**src/rtl/core/sbe_pkg.sv**
```systemverilog
// Types, codes and defaults shared by the byte exchanger modules.
`default_nettype none

package sbe_pkg;

  // Default ring depths.
  localparam int unsigned RX_DEPTH_DEF = 16;
  localparam int unsigned TX_DEPTH_DEF = 32;

  // Field widths of a result item.
  localparam int unsigned RX_CNT_W = 4;
  localparam int unsigned TX_CNT_W = 5;
  localparam int unsigned ERR_W    = 3;

  // Item kinds; the unused codes behave as status only.
  localparam logic [2:0] KIND_XFER   = 3'd0;
  localparam logic [2:0] KIND_PUT    = 3'd1;
  localparam logic [2:0] KIND_GET    = 3'd2;
  localparam logic [2:0] KIND_CLEAR  = 3'd3;
  localparam logic [2:0] KIND_STATUS = 3'd4;

  // Sticky error bits.
  localparam logic [ERR_W-1:0] ERR_RX_OVERFLOW = 3'b001;
  localparam logic [ERR_W-1:0] ERR_READ_EMPTY  = 3'b010;
  localparam logic [ERR_W-1:0] ERR_TX_FULL     = 3'b100;

  typedef struct packed {
    logic [2:0] kind;
    logic [7:0] data_byte;
  } in_item_t;

  typedef struct packed {
    logic [7:0]          shift_out_byte;
    logic [7:0]          read_byte;
    logic                read_valid;
    logic [RX_CNT_W-1:0] rx_count;
    logic [TX_CNT_W-1:0] tx_count;
    logic [ERR_W-1:0]    error_flags;
  } out_item_t;

  // Commands from the controller to the datapath.
  typedef struct packed {
    logic step;
    logic load;
  } sbe_cmd_t;

endpackage

`default_nettype wire

```
**src/rtl/core/sbe_ram.sv**
```systemverilog
// Generic single-write, single-read RAM with registered read data.
`default_nettype none

module sbe_ram #(
  parameter int unsigned Width = 8,
  parameter int unsigned Depth = 16
) (
  input  wire logic                     clk_i,
  input  wire logic                     we_i,
  input  wire logic [$clog2(Depth)-1:0] waddr_i,
  input  wire logic [Width-1:0]         wdata_i,
  input  wire logic                     re_i,
  input  wire logic [$clog2(Depth)-1:0] raddr_i,
  output logic      [Width-1:0]         rdata_o
);

  logic [Width-1:0] mem_q [Depth];
  logic [Width-1:0] rdata_q;

  // Storage array and registered read port.
  always_ff @(posedge clk_i) begin
    if (we_i) begin
      mem_q[waddr_i] <= wdata_i;
    end
    if (re_i) begin
      rdata_q <= mem_q[raddr_i];
    end
  end

  assign rdata_o = rdata_q;

endmodule

`default_nettype wire

```
**src/rtl/core/sbe_ctrl.sv**
```systemverilog
// Controller: sequences one item through the store access and the result register.
`default_nettype none

module sbe_ctrl (
  input  wire logic clk_i,
  input  wire logic rst_ni,
  input  wire logic in_valid_i,
  output logic      in_ready_o,
  output logic      out_valid_o,
  input  wire logic out_ready_i,
  output sbe_pkg::sbe_cmd_t cmd_o
);

  import sbe_pkg::*;

  typedef enum logic {
    ST_IDLE,
    ST_READ
  } state_e;

  state_e state_q;
  logic   out_valid_q;
  logic   out_free;

  // The result register can take a new result when empty or being drained.
  assign out_free   = !out_valid_q || out_ready_i;
  assign in_ready_o = (state_q == ST_IDLE);

  assign cmd_o.step = in_valid_i && (state_q == ST_IDLE);
  assign cmd_o.load = (state_q == ST_READ) && out_free;

  // State and the output valid flag.
  always_ff @(posedge clk_i or negedge rst_ni) begin
    if (!rst_ni) begin
      state_q     <= ST_IDLE;
      out_valid_q <= 1'b0;
    end else begin
      case (state_q)
        ST_IDLE: begin
          if (out_valid_q && out_ready_i) begin
            out_valid_q <= 1'b0;
          end
          if (in_valid_i) begin
            state_q <= ST_READ;
          end
        end
        ST_READ: begin
          if (out_free) begin
            out_valid_q <= 1'b1;
            state_q     <= ST_IDLE;
          end
        end
        default: begin
          state_q <= ST_IDLE;
        end
      endcase
    end
  end

  assign out_valid_o = out_valid_q;

endmodule

`default_nettype wire

```
**src/rtl/core/sbe_dp.sv**
```systemverilog
// Datapath: ring indices, byte stores, sticky errors and the result register.
`default_nettype none

module sbe_dp #(
  parameter int unsigned RX_DEPTH = sbe_pkg::RX_DEPTH_DEF,
  parameter int unsigned TX_DEPTH = sbe_pkg::TX_DEPTH_DEF
) (
  input  wire logic               clk_i,
  input  wire logic               rst_ni,
  input  wire sbe_pkg::sbe_cmd_t  cmd_i,
  input  wire sbe_pkg::in_item_t  in_item_i,
  input  wire logic               cfg_we_i,
  input  wire logic [7:0]         cfg_wdata_i,
  output sbe_pkg::out_item_t      out_item_o
);

  import sbe_pkg::*;

  localparam int unsigned RX_AW = $clog2(RX_DEPTH);
  localparam int unsigned TX_AW = $clog2(TX_DEPTH);
  localparam int unsigned RX_CW = RX_AW + 1;
  localparam int unsigned TX_CW = TX_AW + 1;

  logic [RX_AW-1:0] rx_wr_q, rx_wr_d, rx_rd_q, rx_rd_d, rx_wr_nxt, rx_rd_nxt;
  logic [TX_AW-1:0] tx_wr_q, tx_wr_d, tx_rd_q, tx_rd_d, tx_wr_nxt, tx_rd_nxt;
  logic [ERR_W-1:0] err_q, err_d;
  logic [7:0]       empty_val_q;

  logic             rx_we, rx_re, tx_we, tx_re;
  logic [7:0]       rx_rdata, tx_rdata;

  // Details of the item in flight, held until its result is loaded.
  logic             pend_tx_sel_q, pend_tx_sel_d;
  logic             pend_rx_sel_q, pend_rx_sel_d;
  logic [7:0]       pend_byte_q, pend_byte_d;

  logic [RX_CW-1:0] rx_diff, rx_cnt;
  logic [TX_CW-1:0] tx_diff, tx_cnt;
  out_item_t        out_q;

  // Ring index successors, wrapping at the depth.
  assign rx_wr_nxt = (rx_wr_q == RX_AW'(RX_DEPTH - 1)) ? '0 : rx_wr_q + 1'b1;
  assign rx_rd_nxt = (rx_rd_q == RX_AW'(RX_DEPTH - 1)) ? '0 : rx_rd_q + 1'b1;
  assign tx_wr_nxt = (tx_wr_q == TX_AW'(TX_DEPTH - 1)) ? '0 : tx_wr_q + 1'b1;
  assign tx_rd_nxt = (tx_rd_q == TX_AW'(TX_DEPTH - 1)) ? '0 : tx_rd_q + 1'b1;

  // Step decode: index updates, store accesses and error updates.
  always_comb begin
    rx_wr_d       = rx_wr_q;
    rx_rd_d       = rx_rd_q;
    tx_wr_d       = tx_wr_q;
    tx_rd_d       = tx_rd_q;
    err_d         = err_q;
    rx_we         = 1'b0;
    rx_re         = 1'b0;
    tx_we         = 1'b0;
    tx_re         = 1'b0;
    pend_tx_sel_d = pend_tx_sel_q;
    pend_rx_sel_d = pend_rx_sel_q;
    pend_byte_d   = pend_byte_q;
    if (cmd_i.step) begin
      pend_tx_sel_d = 1'b0;
      pend_rx_sel_d = 1'b0;
      pend_byte_d   = '0;
      case (in_item_i.kind)
        KIND_XFER: begin
          // A zero byte means nothing was received.
          if (in_item_i.data_byte != 8'd0) begin
            if (rx_wr_nxt == rx_rd_q) begin
              err_d = err_d | ERR_RX_OVERFLOW;
            end else begin
              rx_wr_d = rx_wr_nxt;
              rx_we   = 1'b1;
            end
          end
          if (tx_wr_q != tx_rd_q) begin
            tx_rd_d       = tx_rd_nxt;
            tx_re         = 1'b1;
            pend_tx_sel_d = 1'b1;
          end
        end
        KIND_PUT: begin
          if (tx_wr_nxt == tx_rd_q) begin
            err_d = err_d | ERR_TX_FULL;
          end else begin
            tx_wr_d = tx_wr_nxt;
            tx_we   = 1'b1;
          end
        end
        KIND_GET: begin
          if (rx_wr_q == rx_rd_q) begin
            err_d       = err_d | ERR_READ_EMPTY;
            pend_byte_d = empty_val_q;
          end else begin
            rx_rd_d       = rx_rd_nxt;
            rx_re         = 1'b1;
            pend_rx_sel_d = 1'b1;
          end
        end
        KIND_CLEAR: begin
          err_d = '0;
        end
        default: begin
        end
      endcase
    end
  end

  // Control registers.
  always_ff @(posedge clk_i or negedge rst_ni) begin
    if (!rst_ni) begin
      rx_wr_q       <= '0;
      rx_rd_q       <= '0;
      tx_wr_q       <= '0;
      tx_rd_q       <= '0;
      err_q         <= '0;
      empty_val_q   <= '0;
      pend_tx_sel_q <= 1'b0;
      pend_rx_sel_q <= 1'b0;
    end else begin
      rx_wr_q       <= rx_wr_d;
      rx_rd_q       <= rx_rd_d;
      tx_wr_q       <= tx_wr_d;
      tx_rd_q       <= tx_rd_d;
      err_q         <= err_d;
      pend_tx_sel_q <= pend_tx_sel_d;
      pend_rx_sel_q <= pend_rx_sel_d;
      if (cfg_we_i) begin
        empty_val_q <= cfg_wdata_i;
      end
    end
  end

  // Byte held for a get on an empty ring.
  always_ff @(posedge clk_i) begin
    pend_byte_q <= pend_byte_d;
  end

  // Byte stores.
  sbe_ram #(
    .Width (8),
    .Depth (RX_DEPTH)
  ) u_rx_ram (
    .clk_i   (clk_i),
    .we_i    (rx_we),
    .waddr_i (rx_wr_nxt),
    .wdata_i (in_item_i.data_byte),
    .re_i    (rx_re),
    .raddr_i (rx_rd_nxt),
    .rdata_o (rx_rdata)
  );

  sbe_ram #(
    .Width (8),
    .Depth (TX_DEPTH)
  ) u_tx_ram (
    .clk_i   (clk_i),
    .we_i    (tx_we),
    .waddr_i (tx_wr_nxt),
    .wdata_i (in_item_i.data_byte),
    .re_i    (tx_re),
    .raddr_i (tx_rd_nxt),
    .rdata_o (tx_rdata)
  );

  // Ring fill counts; a negative difference wraps by the depth.
  assign rx_diff = {1'b0, rx_wr_q} - {1'b0, rx_rd_q};
  assign tx_diff = {1'b0, tx_wr_q} - {1'b0, tx_rd_q};
  assign rx_cnt  = (rx_wr_q >= rx_rd_q) ? rx_diff : rx_diff + RX_CW'(RX_DEPTH);
  assign tx_cnt  = (tx_wr_q >= tx_rd_q) ? tx_diff : tx_diff + TX_CW'(TX_DEPTH);

  // Result register, loaded once the store data has arrived.
  always_ff @(posedge clk_i) begin
    if (cmd_i.load) begin
      out_q.shift_out_byte <= pend_tx_sel_q ? tx_rdata : 8'd0;
      out_q.read_byte      <= pend_rx_sel_q ? rx_rdata : pend_byte_q;
      out_q.read_valid     <= pend_rx_sel_q;
      out_q.rx_count       <= RX_CNT_W'(rx_cnt);
      out_q.tx_count       <= TX_CNT_W'(tx_cnt);
      out_q.error_flags    <= err_q;
    end
  end

  assign out_item_o = out_q;

endmodule

`default_nettype wire

```
**src/rtl/core/spi_buffered_byte_exchanger_unit.sv**
```systemverilog
// Top level of the buffered SPI byte exchanger.
// Each accepted item is decoded and the ring indices and byte stores are
// updated in the accept cycle; the registered transmit or receive store read
// returns in the next cycle, and the result is loaded into the output register
// once that register is free. in_ready_o is low from each transfer until its
// result is loaded, so no new item is taken before that. The output register
// lets a new item be taken while a finished result still waits; a result that
// is not taken holds the controller in its read state. The configuration
// register may be written in any cycle and takes effect for the next item.
// Both byte stores come up unwritten; no clearing pass is run.
`default_nettype none

module spi_buffered_byte_exchanger_unit #(
  parameter int unsigned RX_DEPTH = sbe_pkg::RX_DEPTH_DEF,
  parameter int unsigned TX_DEPTH = sbe_pkg::TX_DEPTH_DEF
) (
  input  wire logic               clk_i,
  input  wire logic               rst_ni,
  input  wire logic               in_valid_i,
  output logic                    in_ready_o,
  input  wire sbe_pkg::in_item_t  in_item_i,
  output logic                    out_valid_o,
  input  wire logic               out_ready_i,
  output sbe_pkg::out_item_t      out_item_o,
  input  wire logic               cfg_we_i,
  input  wire logic [7:0]         cfg_wdata_i
);

  import sbe_pkg::*;

  sbe_cmd_t cmd;

  // Sequencing of items and results.
  sbe_ctrl u_ctrl (
    .clk_i       (clk_i),
    .rst_ni      (rst_ni),
    .in_valid_i  (in_valid_i),
    .in_ready_o  (in_ready_o),
    .out_valid_o (out_valid_o),
    .out_ready_i (out_ready_i),
    .cmd_o       (cmd)
  );

  // Rings, errors and the result register.
  sbe_dp #(
    .RX_DEPTH (RX_DEPTH),
    .TX_DEPTH (TX_DEPTH)
  ) u_dp (
    .clk_i       (clk_i),
    .rst_ni      (rst_ni),
    .cmd_i       (cmd),
    .in_item_i   (in_item_i),
    .cfg_we_i    (cfg_we_i),
    .cfg_wdata_i (cfg_wdata_i),
    .out_item_o  (out_item_o)
  );

endmodule

`default_nettype wire

```
**config.mk**
```make
export PLATFORM = sky130hd
export DESIGN_NAME = spi_buffered_byte_exchanger_unit
export DESIGN_NICKNAME = d
export VERILOG_FILES = /design/src/rtl/core/sbe_pkg.sv /design/src/rtl/core/sbe_ram.sv /design/src/rtl/core/sbe_ctrl.sv /design/src/rtl/core/sbe_dp.sv /design/src/rtl/core/spi_buffered_byte_exchanger_unit.sv
export SDC_FILE = /design/constraint.sdc
export NUM_CORES = 1
export LEC_CHECK = 0
export BUFFER_PORTS_ARGS = -buffer_cell sky130_fd_sc_hd__buf_4
export CAP_MARGIN = 30
export CORE_MARGIN = 8
export CORE_UTILIZATION = 55
export DETAILED_ROUTE_END_ITERATION = 16
export GPL_TIMING_DRIVEN = 1
export PLACE_DENSITY_LB_ADDON = 0.05
export SYNTH_ARGS = -nofsm -noshare
export SYNTH_HDL_FRONTEND = slang
export SYNTH_SLANG_ARGS = --single-unit
```
**constraint.sdc**
```tcl
create_clock -name clk_i -period 3.11 [get_ports clk_i]
set_clock_uncertainty 0.2 [all_clocks]
set_input_delay 0.1555 -clock clk_i [delete_from_list [all_inputs] [get_ports clk_i]]
set_output_delay 0.1555 -clock clk_i [all_outputs]
set_load 0.03 [all_outputs]
```
==> PnR_summary.wiki <==
{| class="wikitable"
! Metric !! Value
|-
| Crit path arrival time || 3.17 ns
|-
| # nets final || 1,424
|-
| Effective utilization at floorplan || 55.7%
|-
| Setup slack of the most critical reg-to-reg path || 0.06 ns
|-
| Final core occ || 66.8%
|-
| Combined area of all synthesized cells || 19,200 sq um
|-
| Max Transition Viols Final || 0
|-
| Dominant cell type by area after synthesis || sky130_fd_sc_hd__edfxtp_1
|-
| IO Pins || 55
|-
| Cell type group with the largest total delay on the critical path || simple AND/OR/NAND/NOR gates
|-
| Worst slew pin tran || 0.760 ns
|-
| Leakage power summed over all cells || 8.16 nW
|-
| Global-route wire length before repair || 70.2 mm
|-
| Clock period minus worst slack || 3.05 ns
|-
| Synthesized-area fraction occupied by ao, oa, aoi and oai cells || 6.96%
|-
| Number of hold violations in the final report || 0
|-
| Library cells used by synthesis || 59
|-
| Post-DRT Antenna Nets || 0
|-
| XOR/XNOR Fraction of Synth Area || 1.17%
|-
| Switching Power || 0.00798 W
|-
| Routability-driven placement congestion ratio || 0.910
|-
| Fraction of synthesized area in multiplexers || 7.56%
|-
| Setup crit start kind || flip-flop
|-
| Worst-Skew Late Latency || 0.58 ns
|-
| Crit Path Max Fanout || 12
|-
| Die height || 203 um
|-
| Maxcap violations || 0
|-
| Vias per Instance || 5.98
|-
| Proportion of synthesized flip-flops having asynchronous set or reset || 7.02%
|-
| Total CTS buffers || 48
|-
| Path category of the worst min-delay check || input pin to flip-flop
|-
| Layout cell share with drive strength beyond 1 || 25.4%
|-
| Cell row count || 68
|-
| Data required time at the worst endpoint || 3.24 ns
|-
| Number of fill cells in the layout || 2,362
|-
| Cell chain of the critical path || ha_1, and3_1, ha_1, nor2b_1, mux2_2, buf_4, nand3_1, a211oi_1, buf_4, nor4_1, nor3b_1
|-
| Status || completed
|-
| Crit-path max cell delay || 0.40 ns
|-
| GRT Util Overall || 22.8%
|-
| Total via count after detailed routing || 11,200
|-
| Clock buffer depth || 3
|-
| Number of setup buffers added after CTS || 0
|-
| Net switching share of the total power || 35.3%
|-
| Combinational family with the most area after synthesis || simple AND/OR/NAND/NOR gates
|-
| Grt ovf || 0
|-
| DRT iter0 DRCs || 1,083
|-
| Area of the core || 34,500 sq um
|-
| Maximum clock frequency || 328 MHz
|-
| Combined buffer and inverter count along the critical path || 2
|-
| Part of the power in registers || 33.6%
|-
| Ys flop type || sky130_fd_sc_hd__edfxtp_1
|-
| Final HPWL DP || 30.1 mm
|-
| Cell depth of the worst setup path || 11
|-
| Fraction of the mapped netlist area in adder cells || 1.32%
|-
| Finish-stage setup viols || 0
|-
| Clk network pwr share || 26.1%
|-
| Remaining routing DRC violations || 0
|-
| H-tree depth || 2
|-
| Relative slew slack || 49.2%
|-
| Count of synthesis-stage warnings from yosys || 0
|-
| Setup crit end kind || flip-flop
|-
| Fraction of post-synthesis cell area in the top cell type by area || 68.4%
|-
| Combinational share of power || 40.3%
|-
| Buffer cell driving the clock tree root || sky130_fd_sc_hd__clkbuf_16
|-
| Cell Int Power || 0.0146 W
|-
| Launch point of the critical path || u_dp.tx_rd_q[0]
|-
| Maximum number of pins on one net before global-route repair || 49
|-
| Die ar. || 41,100 sq um
|-
| Pwr/cell area || 982 nW/um^2
|-
| Average cell area after synthesis || 15.9 sq um
|-
| Area growth from synthesis to final layout || 20.0%
|-
| Number of antenna violations at the first check in global routing || 7
|-
| Number of register bits inferred by synthesis || 470
|-
| TritonCTS Sinks || 470
|-
| Detailed-router iteration count before antenna repair || 7
|-
| IR drop worst, VDD || 542 uV
|-
| Cell area after layout || 23,000 sq um
|-
| Post-synthesis cell count || 1,209
|-
| Post-Synth Simple-Gate Area || 8.37%
|-
| Startpoint of the worst-slack reg-to-reg timing path || u_dp.tx_rd_q[0]
|-
| Share of the yosys chip area belonging to registers || 72.7%
|-
| Average routed wire per standard cell || 24.9 um
|-
| Vias in the first global route || 11,100
|-
| Number of enable-type register cells in the synthesized netlist || 437
|-
| Synthesized net count || 1,252
|-
| Worst-path clk slew || 0.06 ns
|-
| Type of the worst setup path || flip-flop to flip-flop
|-
| Routed wire length || 46.7 mm
|-
| Placement Cell Area || 21,100 sq um
|-
| CTS tree || yes
|-
| Leading post-synthesis cells by cell area || sky130_fd_sc_hd__edfxtp_1 (68%), sky130_fd_sc_hd__mux4_2 (5.0%), sky130_fd_sc_hd__dfrtp_1 (4.3%)
|-
| Setup repair after global routing missed its margin || false
|-
| Number of buffers inserted by port buffering || 54
|-
| Last element of the critical path || u_dp.u_tx_ram.rdata_o[6]
|-
| Cell with the largest stage delay on the worst path || sky130_fd_sc_hd__dfrtp_2
|-
| Final Cycle Share || 97.9%
|-
| Depth of the most critical reg-to-reg path || 11
|-
| End of the worst register-to-register path || u_dp.u_tx_ram.rdata_o[6]
|-
| Width of the chip || 203 um
|}
## cells in the mapped netlist, drive strengths merged (4+ instances only)
master  instances
xor2            8
a22oi          15
buf            33
nand2         103
a22o           17
and3           33
dfrtp          33
a311oi          6
or2             7
a31oi           9
xnor2          16
a21boi          4
nor3           32
a211oi         23
and2           18
nor2           46
nand3b          6
nand4           9
a21oi          64
mux4           43
nor2b          14
mux2           33
o22ai          10
edfxtp        437
or3             4
nor4            4
a221oi          6
a21o            5
nor3b           4
o21ai          28
clkbuf         36
nor4b           6
nand2b          4
mux2i          11
nand3          21
inv            20
a211o           6
ha             17
## logic make-up (layout without fill, tap and decap cells)
family | count (synthesis) | after routing
AOI/OAI and AO/OA | 204 | 204
xor gates and xnor gates | 24 | 24
adders and majority gates | 19 | 19
buffers and inverters | 89 | 301
DFF | 470 | 470
muxes | 87 | 87
other | 0 | 1
and+or+nand+nor | 316 | 316
## area by class of cell
class / instances / area, sq um / area share, %
clock inverter: 34 / 367 / 1.59
antenna: 1 / 2.50 / 0.0109
sequential: 470 / 13900 / 60.6
clock buffer: 56 / 1250 / 5.44
tap: 455 / 569 / 2.47
multi-input combinational: 650 / 5120 / 22.2
timing repair buffer: 191 / 1700 / 7.37
inverter: 20 / 75.1 / 0.326
## worst register-to-register path: stages (launching register included)
cell	delay, ns
sky130_fd_sc_hd__dfrtp_2	0.40
sky130_fd_sc_hd__ha_1	0.20
sky130_fd_sc_hd__and3_1	0.19
sky130_fd_sc_hd__ha_1	0.27
sky130_fd_sc_hd__nor2b_1	0.19
sky130_fd_sc_hd__mux2_2	0.21
sky130_fd_sc_hd__buf_4	0.22
sky130_fd_sc_hd__nand3_1	0.19
sky130_fd_sc_hd__a211oi_1	0.36
sky130_fd_sc_hd__buf_4	0.17
sky130_fd_sc_hd__nor4_1	0.03
sky130_fd_sc_hd__nor3b_1	0.16
## routing by layer
layer  global-route usage [%]  wire, um
met1                     34.5     21100
met2                     32.4     20500
met3                     5.20      4150
met4                     7.20       999
met5                        0        24
## cells in the final DEF, fill, tap and decap left out, types with 20 or more instances in the layout
master	netlist	final
sky130_fd_sc_hd__and3_1	33	22
sky130_fd_sc_hd__dfrtp_1	33	32
sky130_fd_sc_hd__inv_1	20	20
sky130_fd_sc_hd__nand2_1	103	103
sky130_fd_sc_hd__mux2_2	33	32
sky130_fd_sc_hd__clkbuf_16	0	49
sky130_fd_sc_hd__mux4_2	43	43
sky130_fd_sc_hd__buf_4	2	150
sky130_fd_sc_hd__nor3_1	32	23
sky130_fd_sc_hd__edfxtp_1	437	437
sky130_fd_sc_hd__o21ai_0	26	26
sky130_fd_sc_hd__a21oi_1	64	63
sky130_fd_sc_hd__a211oi_1	23	23
sky130_fd_sc_hd__nor2_1	39	36
sky130_fd_sc_hd__nand3_1	21	21
sky130_fd_sc_hd__dlygate4sd3_1	0	25
## what timing repair did
item                                    in CTS  in global routing
gates resized for setup                      1                 18
hold buffers                                26                  0
pin swaps                                    0                  1
endpoints found under the setup margin       4                220
hold endpoints to repair                    70                  0
## registers in the layout, indices dropped and copies added, names as in the netlist, 5 cells and up
signal	flops
u_dp.tx_rd_q	5
u_dp.out_item_o	29
u_dp.u_rx_ram.rdata_o	8
u_dp.empty_val_q	8
u_dp.pend_byte_q	8
u_dp.u_tx_ram.rdata_o	8
u_dp.u_rx_ram.mem_q	128
u_dp.tx_wr_q	5
u_dp.u_tx_ram.mem_q	256
## metrics by stage
| step | TNS (ns) | hold slack, ns | setup WS (ns) | power, W | cells |
|---|---|---|---|---|---|
| 6_report | 0 | 0.0265 | 0.0647 | 0.0226 | 1877 |
| 5_1_grt | 0 | 0.0396 | 0.000558 | 0.0237 | 1876 |
| 4_1_cts | 0 | 0.00487 | 0.000989 | 0.0226 | 1876 |
| 3_5_place_dp | -0.0472 | -0.0553 | -0.0376 | 0.0167 | 1760 |
| 3_3_place_gp | -0.0178 | -0.0534 | -0.0178 | 0.0166 | 1760 |
| 2_1_floorplan | -4.59 | -0.340 | -0.0392 | 0.0134 | 1209 |
## how the worst min path moves through the flow
stage | startpoint | end | slack [ns] | cells after the start
6_report | in_item_i[6] | u_dp.u_tx_ram.mem_q[28][6] | 0.03 | 2
4_1_cts | in_item_i[6] | u_dp.u_tx_ram.mem_q[1][6] | 0.005 | 2
3_5_place_dp | rst_ni | u_dp.empty_val_q[1] | -0.06 | 1
3_3_place_gp | rst_ni | u_dp.rx_wr_q[2] | -0.05 | 1
5_1_grt | in_item_i[5] | u_dp.u_tx_ram.mem_q[28][5] | 0.04 | 2
2_1_floorplan | rst_ni | u_ctrl.out_valid_o | -0.34 | 0
## power groups by stage
stage	Clock (W)	Sequential (W)	Combinational, W
2_1_floorplan	0	0.00790	0.00549
3_3_place_gp	0	0.00773	0.00890
3_5_place_dp	0	0.00773	0.00894
4_1_cts	0.00600	0.00760	0.00904
5_1_grt	0.00623	0.00764	0.00979
6_report	0.00590	0.00761	0.00911
(Power assumes the default switching activity.)
